[src/csf_pkg.sv]
// Package for the cylindrical swirl force block.
// Holds widths, register codes and the shared payload types; no dependencies.
package csf_pkg;

  // Default inner band bound on squared radial distance, Q16.16.
  localparam int MIN_DIST_SQ_DEF = 3277;

  // Datapath widths.
  localparam int XW  = 33;   // point minus origin
  localparam int PW  = 49;   // x times axis
  localparam int DTW = 37;   // dot product after the shift
  localparam int DPW = 53;   // dot times axis
  localparam int VW  = 39;   // radial vector
  localparam int VBW = 25;   // radial vector width that holds every in-band value
  localparam int MW  = 31;   // radial magnitude fed to the squarer
  localparam int SW  = 47;   // squared length carried to the back end
  localparam int CW  = 41;   // cross product component
  localparam int RW  = 24;   // square root width
  localparam int SQW = 50;   // square root remainder width
  localparam int QW  = 20;   // quotient magnitude bits
  localparam int DW  = 44;   // divider remainder width
  localparam int GW  = 32;   // gain and force width

  // Queue between front and back end.
  localparam int QDEPTH = 16;
  localparam int QAW    = $clog2(QDEPTH);

  // Number of register stages in the front end.
  localparam int NFRONT = 7;

  // Register index codes.
  typedef enum logic [2:0] {
    REG_ORIGIN_X   = 3'd0,
    REG_ORIGIN_Y   = 3'd1,
    REG_ORIGIN_Z   = 3'd2,
    REG_AXIS_X     = 3'd3,
    REG_AXIS_Y     = 3'd4,
    REG_AXIS_Z     = 3'd5,
    REG_BAND_LIMIT = 3'd6,
    REG_GAIN       = 3'd7
  } csf_reg_t;

  // Configuration as seen by the datapath.
  typedef struct packed {
    logic signed [31:0] origin_x;
    logic signed [31:0] origin_y;
    logic signed [31:0] origin_z;
    logic signed [15:0] axis_x;
    logic signed [15:0] axis_y;
    logic signed [15:0] axis_z;
    logic        [30:0] band_limit;
    logic signed [31:0] gain;
  } csf_cfg_t;

  // One classified item as it travels from front to back end.
  typedef struct packed {
    logic        [SW-1:0] s;
    logic signed [CW-1:0] c0;
    logic signed [CW-1:0] c1;
    logic signed [CW-1:0] c2;
    logic                 inb;
  } csf_item_t;

endpackage

[src/csf_queue.sv]
// Short queue that decouples the front end from the back end.
// Depends on csf_pkg.
module csf_queue (
  input  logic                  clk,
  input  logic                  rst_n,
  input  logic                  push,
  input  csf_pkg::csf_item_t    push_item,
  output logic [csf_pkg::QAW:0] count,
  output logic                  pop_vld,
  output csf_pkg::csf_item_t    pop_item
);

  localparam int QAW = csf_pkg::QAW;

  csf_pkg::csf_item_t mem [0:csf_pkg::QDEPTH-1];

  logic [QAW-1:0] wr_ptr_r, wr_ptr_nxt;
  logic [QAW-1:0] rd_ptr_r, rd_ptr_nxt;
  logic [QAW:0]   count_r, count_nxt;
  logic           pop_vld_r;
  logic           pop;

  // The back end never stalls, so any stored beat leaves at once.
  assign pop = (count_r != '0);

  always_comb begin
    wr_ptr_nxt = push ? wr_ptr_r + 1'b1 : wr_ptr_r;
    rd_ptr_nxt = pop ? rd_ptr_r + 1'b1 : rd_ptr_r;
    count_nxt  = count_r + (QAW+1)'(push) - (QAW+1)'(pop);
  end

  always_ff @(posedge clk) begin
    if (!rst_n) begin
      wr_ptr_r  <= '0;
      rd_ptr_r  <= '0;
      count_r   <= '0;
      pop_vld_r <= 1'b0;
    end else begin
      wr_ptr_r  <= wr_ptr_nxt;
      rd_ptr_r  <= rd_ptr_nxt;
      count_r   <= count_nxt;
      pop_vld_r <= pop;
    end
  end

  // Storage with a registered read port.
  always_ff @(posedge clk) begin
    if (push) begin
      mem[wr_ptr_r] <= push_item;
    end
    if (pop) begin
      pop_item <= mem[rd_ptr_r];
    end
  end

  assign count   = count_r;
  assign pop_vld = pop_vld_r;

endmodule

[config.mk]
export PLATFORM = sky130hd
export DESIGN_NAME = csf_queue
export DESIGN_NICKNAME = d
export VERILOG_FILES = /design/src/csf_pkg.sv /design/src/csf_queue.sv
export SDC_FILE = /design/constraint.sdc
export NUM_CORES = 2
export LEC_CHECK = 0
export BUFFER_PORTS_ARGS = -buffer_cell sky130_fd_sc_hd__buf_4
export CAP_MARGIN = 40
export CORE_MARGIN = 2
export CORE_UTILIZATION = 55
export DETAILED_ROUTE_END_ITERATION = 10
export MAX_ROUTING_LAYER = met4
export PLACE_DENSITY = 0.72
export SLEW_MARGIN = 20
export SYNTH_ARGS = -nofsm -noshare
export SYNTH_HDL_FRONTEND = slang
export SYNTH_SLANG_ARGS = --single-unit
[constraint.sdc]
create_clock -name clk -period 13.6 [get_ports clk]
set_input_delay 3.4 -clock clk [delete_from_list [all_inputs] [get_ports clk]]
set_output_delay 3.4 -clock clk [all_outputs]
set_load 0.01 [all_outputs]
==> Word-level counts from Yosys, hierarchy flattened <==
Memory sizes are Yosys's and may differ from the RTL's. A register that Yosys moved wholly into a read port is not among the register bits.
Index checks and enable logic that the tools add are counted.
{ "word_totals": {"mem_bits_rw": 2736, "n_memories": 1, "regBits": 14, "output_inout_bits": 177, "in_bits": 174, "elab_cells": 12} }
{ "classes": {"n_addsub": 4, "n_reduce_logical": 1, "muxes": 2} }
{ "memory_table": {"columns": ["memory", "words", "width", "read_ports", "rd_clocked_by_memory_dff", "write_ports", "line_no", "rtl"], "rows": [
  ["mem", 16, 171, 1, 1, 1, "csf_queue.sv:15", "csf_pkg::csf_item_t mem [0:csf_pkg::QDEPTH-1];"]
]} }
{ "op_table": {"columns": ["op", "count"], "rows": [
  ["$add A4 B1 Y4 const B", 2],
  ["$add A5 B1 Y5", 1],
  ["$reduce_bool A5 Y1", 1],
  ["$sub A5 B1 Y5", 1],
  ["$mux W1", 2]
]} }

==> Longest topological paths before layout <==
{ "logic_depth": {"word_depth": 2, "ltp_mapped": 12, "depth_no_buf": 12} }

==> Worst setup path after synthesis <==
Ideal clock, no wire load.
{ "synth_path": {"kind": "input to register", "start": "in push", "end": "mem mem[12][0] in the netlist's numbering, enable pin", "path_stages": 3, "setup_time_ps": 704, "required_time_ps": 12896, "path_buffers": 1, "slack_ps": 1993, "t_arrival_ps": 10903, "cell_sequence": "clkbuf_1 > nand3_1 > nor2_1"} }
{ "synth_between": {"elab_chain_len": 2} }
{ "synth_lines": {"columns": ["item", "line_no", "rtl"], "rows": [
  ["start: declaration", "csf_queue.sv:6", "input logic push,"],
  ["$mux W1", "csf_queue.sv:48", "if (push) begin"],
  ["$mux W1 (implied by the code)", "csf_queue.sv:49", "mem[wr_ptr_r] <= push_item;"],
  ["end: declaration", "csf_queue.sv:15", null]
]} }
Every way passes these cells.

==> Final worst setup path <==
{ "layout_path": {"start": "in push", "end": "mem mem[6][107] in the netlist's numbering, enable pin"} }
The elaborated chain is that of the path after synthesis.

==> results.md <==
- DRT Pass-1 Iters: 6
- Syn_nets: ~4,800
- Synth Register Bits: just under 3,000
- Final GP Congestion: ~0.77
- Dpl cells: between 7,000 and 8,000
- Setup bufs post-CTS: 0
- Syn Std Cell Area: approximately 0.11 mm2
- Critical R2R Launch: rd_ptr_r[0]$_SDFFE_PN0N_
- Seq/Total Area, Yosys: 0.8087
- Peak supply drop: approximately 160 uV
- Place WS: a little over 7 ns
- Storage cell area: 0.08759 mm2
- P_leak: roughly 39 nW
- Initial antenna violation count: 35
- Setup Skew: 0.07738 ns
- Synthesis Warnings: 0
- Vias in the first global route: just over 50,000
- Setup TNS: 0 ns
- Via count: around 50,000
- Max Clock Freq: 180.9 MHz
- Hold_buf cts: 0
- Core area: roughly 0.20 mm2
- Placed Area: between 0.1 and 0.15 mm2
- CTS tree: yes
- Post-route cell area: roughly 0.12 mm2
- Largest net degree at the start of global routing: approximately 140
- Int Pwr: 17.16 mW
- Layout cells sized above 1: 0.2848
- Clock network power share: 0.337
- Async SR Flop Fraction: 0
- Hold path depth: 2
- Final cell count without fillers: 7,941
- Die Y: about 450 um
- Gate Count Post-Synth: about 4,600
- Placement row count: ~160
- Num CTS Buffers: 303
- Switching portion of total power: 0.2568
- EDFF count, synth: between 2,000 and 3,000
- Relative slew slack: 0.1685
- Netlist cell types: 31
- Main flop type after synthesis: edfxtp_1
- Residual DRC: 0
- Final ANT Viol Nets: 0
- Crit path kind: in2reg
- Period minus WS final: about 5.5 ns
- DR WL/cell: 31.01 um
- Gr usage total: 0.2543
- First-pass GRT wire length: approximately 360 mm
- Required @ worst endpoint: between 10 and 15 ns
- R2R Path End: pop_item[135]$_DFFE_PN_
- Comb power frac: 0.202
- Drt total wl: approximately 250 mm
- Measured slew at the worst slew-check pin: approximately 1.2 ns
- Power Density: 186.5 mW/mm2
- R2r worst-path depth: 7
- Crit-path max FO: 41
- Fillcell total: approximately 13,000
- Area grow syn2layout: 14.29%
- Pins Over Slew Limit: 0
- Reg clk slew, reported paths: about 0.060 ns
- Final Cycle Share: 0.4064
- # port buffers: 350
- Die area: between 0.2 and 0.25 mm2
- Critical Path Source Type: input pin
- H-Tree Depth: 5
- DRT iter0 DRCs: about 5,700
- Die X-Extent: approximately 450 um
- RSZ-0062 raised after global routing: no
- Nets: ~5,300
- Initial Utilization: 0.5548
- Critical Path Sink Type: flop
- Reg2reg setup slack: around 9.4 ns
- IO Pins: 351
- Setup WS post-layout: 8.073 ns
- Congestion Overflow GR: 0
- Root buffer cell: clkbuf_16
- Status: finished, final reports clean
- Endpoint of the worst hold path: wr_ptr_r[1]$_SDFFE_PN0P_
- Detail Placement HPWL: roughly 130 mm
- Hold Vio Cnt, Final: 0
- Syn_area_per_cell: around 24 um2
- Sink Count: slightly below 3,000
- Final setup fails: 0
- Area used by multi-input combinational logic: between 0.015 and 0.02 mm2
- Sw Pwr: around 5.9 mW
- Worst-Skew Late Latency: about 0.92 ns
- Max Root-Sink Buffers: 4
- Sequential share of power: 0.461
- Arrival time worst endpoint: roughly 6.1 ns
- Hold_sp: wr_ptr_r[1]$_SDFFE_PN0P_
- Max cap viols: 0
- Type of the worst min-delay path: reg2reg
- Via/cell ratio: approximately 6.3
- # resized after CTS: 0
-- cell usage after synthesis, types with 2 or more instances --
cell type,instances,area share
a21oi_1,2,0.000092
a22oi_1,293,0.020
and2_1,22,0.0013
and3_1,7,0.00040
buf_1,21,0.00073
buf_2,91,0.0042
buf_4,17,0.0012
buf_6,34,0.0035
clkbuf_1,78,0.0027
dfxtp_1,14,0.0026
edfxtp_1,2907,0.81
ha_1,11,0.0013
inv_1,10,0.00035
mux2i_1,109,0.010
mux4_2,630,0.13
nand2_1,139,0.0048
nand2b_1,3,0.00017
nand3_1,30,0.0014
nor2_1,47,0.0016
nor2b_1,6,0.00035
o22ai_1,76,0.0044
or2_2,2,0.00012
xnor2_1,6,0.00049
xor2_1,3,0.00024
-- how the worst max path moves through the flow --
stage | from | end | slack, ns | cells after the start
2_1_floorplan | push | mem[12][0]$_DFFE_PP_ | 1.99 | 3
3_3_place_gp | push | mem[5][116]$_DFFE_PP_ | 6.63 | 6
3_5_place_dp | push | mem[6][119]$_DFFE_PP_ | 7.17 | 7
4_1_cts | push | mem[7][121]$_DFFE_PP_ | 8.09 | 7
5_1_grt | push | mem[6][107]$_DFFE_PP_ | 7.94 | 7
6_report | push | mem[6][107]$_DFFE_PP_ | 8.07 | 7
-- critical path, stage by stage --
cell     delay (ns)
buf_4          0.19
nand2_1        0.08
nor2_1         0.18
and2_4         0.65
buf_4          0.71
buf_4          0.42
buf_16         0.28
-- power by group through the flow --
stage	logic, mW	registers, mW	clock network, mW
global placement	4.58	10.9	0
detailed placement	4.67	10.9	0
global route	4.98	10.7	8.22
finish	4.66	10.7	7.77
CTS	4.70	10.7	7.87
floorplan	2.98	11.0	0
-- stage by stage --
stage / util / total power [mW] / hold WS, ns
6_report: 0.6341 / 23.08 / 0.5890
3_5_place_dp: 0.5856 / 15.53 / 0.5763
2_1_floorplan: - / 13.94 / 0.5394
3_3_place_gp: 0.5827 / 15.44 / 0.5650
4_1_cts: 0.6327 / 23.25 / 0.5864
5_1_grt: 0.6340 / 23.88 / 0.6299
-- cell type report --
| class | count | share of cell area |
|---|---|---|
| multi-input combinational | 1393 | 0.1572 |
| inverter | 10 | 0.0003639 |
| clock buffer | 369 | 0.06488 |
| tap | 2624 | 0.02653 |
| clock inverter | 146 | 0.009422 |
| sequential | 2921 | 0.7077 |
| antenna | 25 | 0.0005055 |
| timing repair buffer | 453 | 0.03338 |
-- layout by cell type, fill, tap and decap left out, types with 6 or more instances in the layout --
cell type / count
and2_4: 10
buf_4: 405
clkbuf_1: 55
inv_1: 9
buf_12: 29
edfxtp_1: 2907
mux4_2: 630
xnor2_1: 6
dfxtp_1: 11
o22ai_1: 76
and2_1: 11
nand3_1: 30
nand2_1: 138
a22oi_1: 293
clkinv_2: 37
clkinv_1: 68
diode_2: 25
ha_1: 11
clkinvlp_4: 13
mux2i_1: 109
nor2_1: 42
clkbuf_16: 311
bufinv_16: 18
inv_6: 7
buf_16: 18
-- cell families (layout without fill, tap and decap cells) --
logic type,Yosys count,after routing,synth area share
AND/OR/NAND/NOR,259,259,0.01034
multiplexers,739,739,0.1411
adder cells (fa/ha/maj),12,12,0.001456
flip-flops,2921,2921,0.8087
other,0,25,0
XOR/XNOR,9,9,0.0007280
AO/OA/AOI/OAI,374,374,0.02498
buffers and inverters,251,978,0.01270
-- routing by layer --
metal | global-route usage | vias up | part of all wire
li1 | - | 20590 | -
met1 | 0.3335 | 26690 | 0.38
met2 | 0.4159 | 2273 | 0.52
met3 | 0.04046 | 459 | 0.074
met4 | 0.07727 | 0 | 0.028
met5 | - | - | 0
-- state kept, by name, indices dropped and copies added, names as in the netlist --
register,cells
mem,2736
pop_vld,1
rd_ptr_r,4
count,5
wr_ptr_r,4
pop_item,171
(Power assumes the default switching activity.)
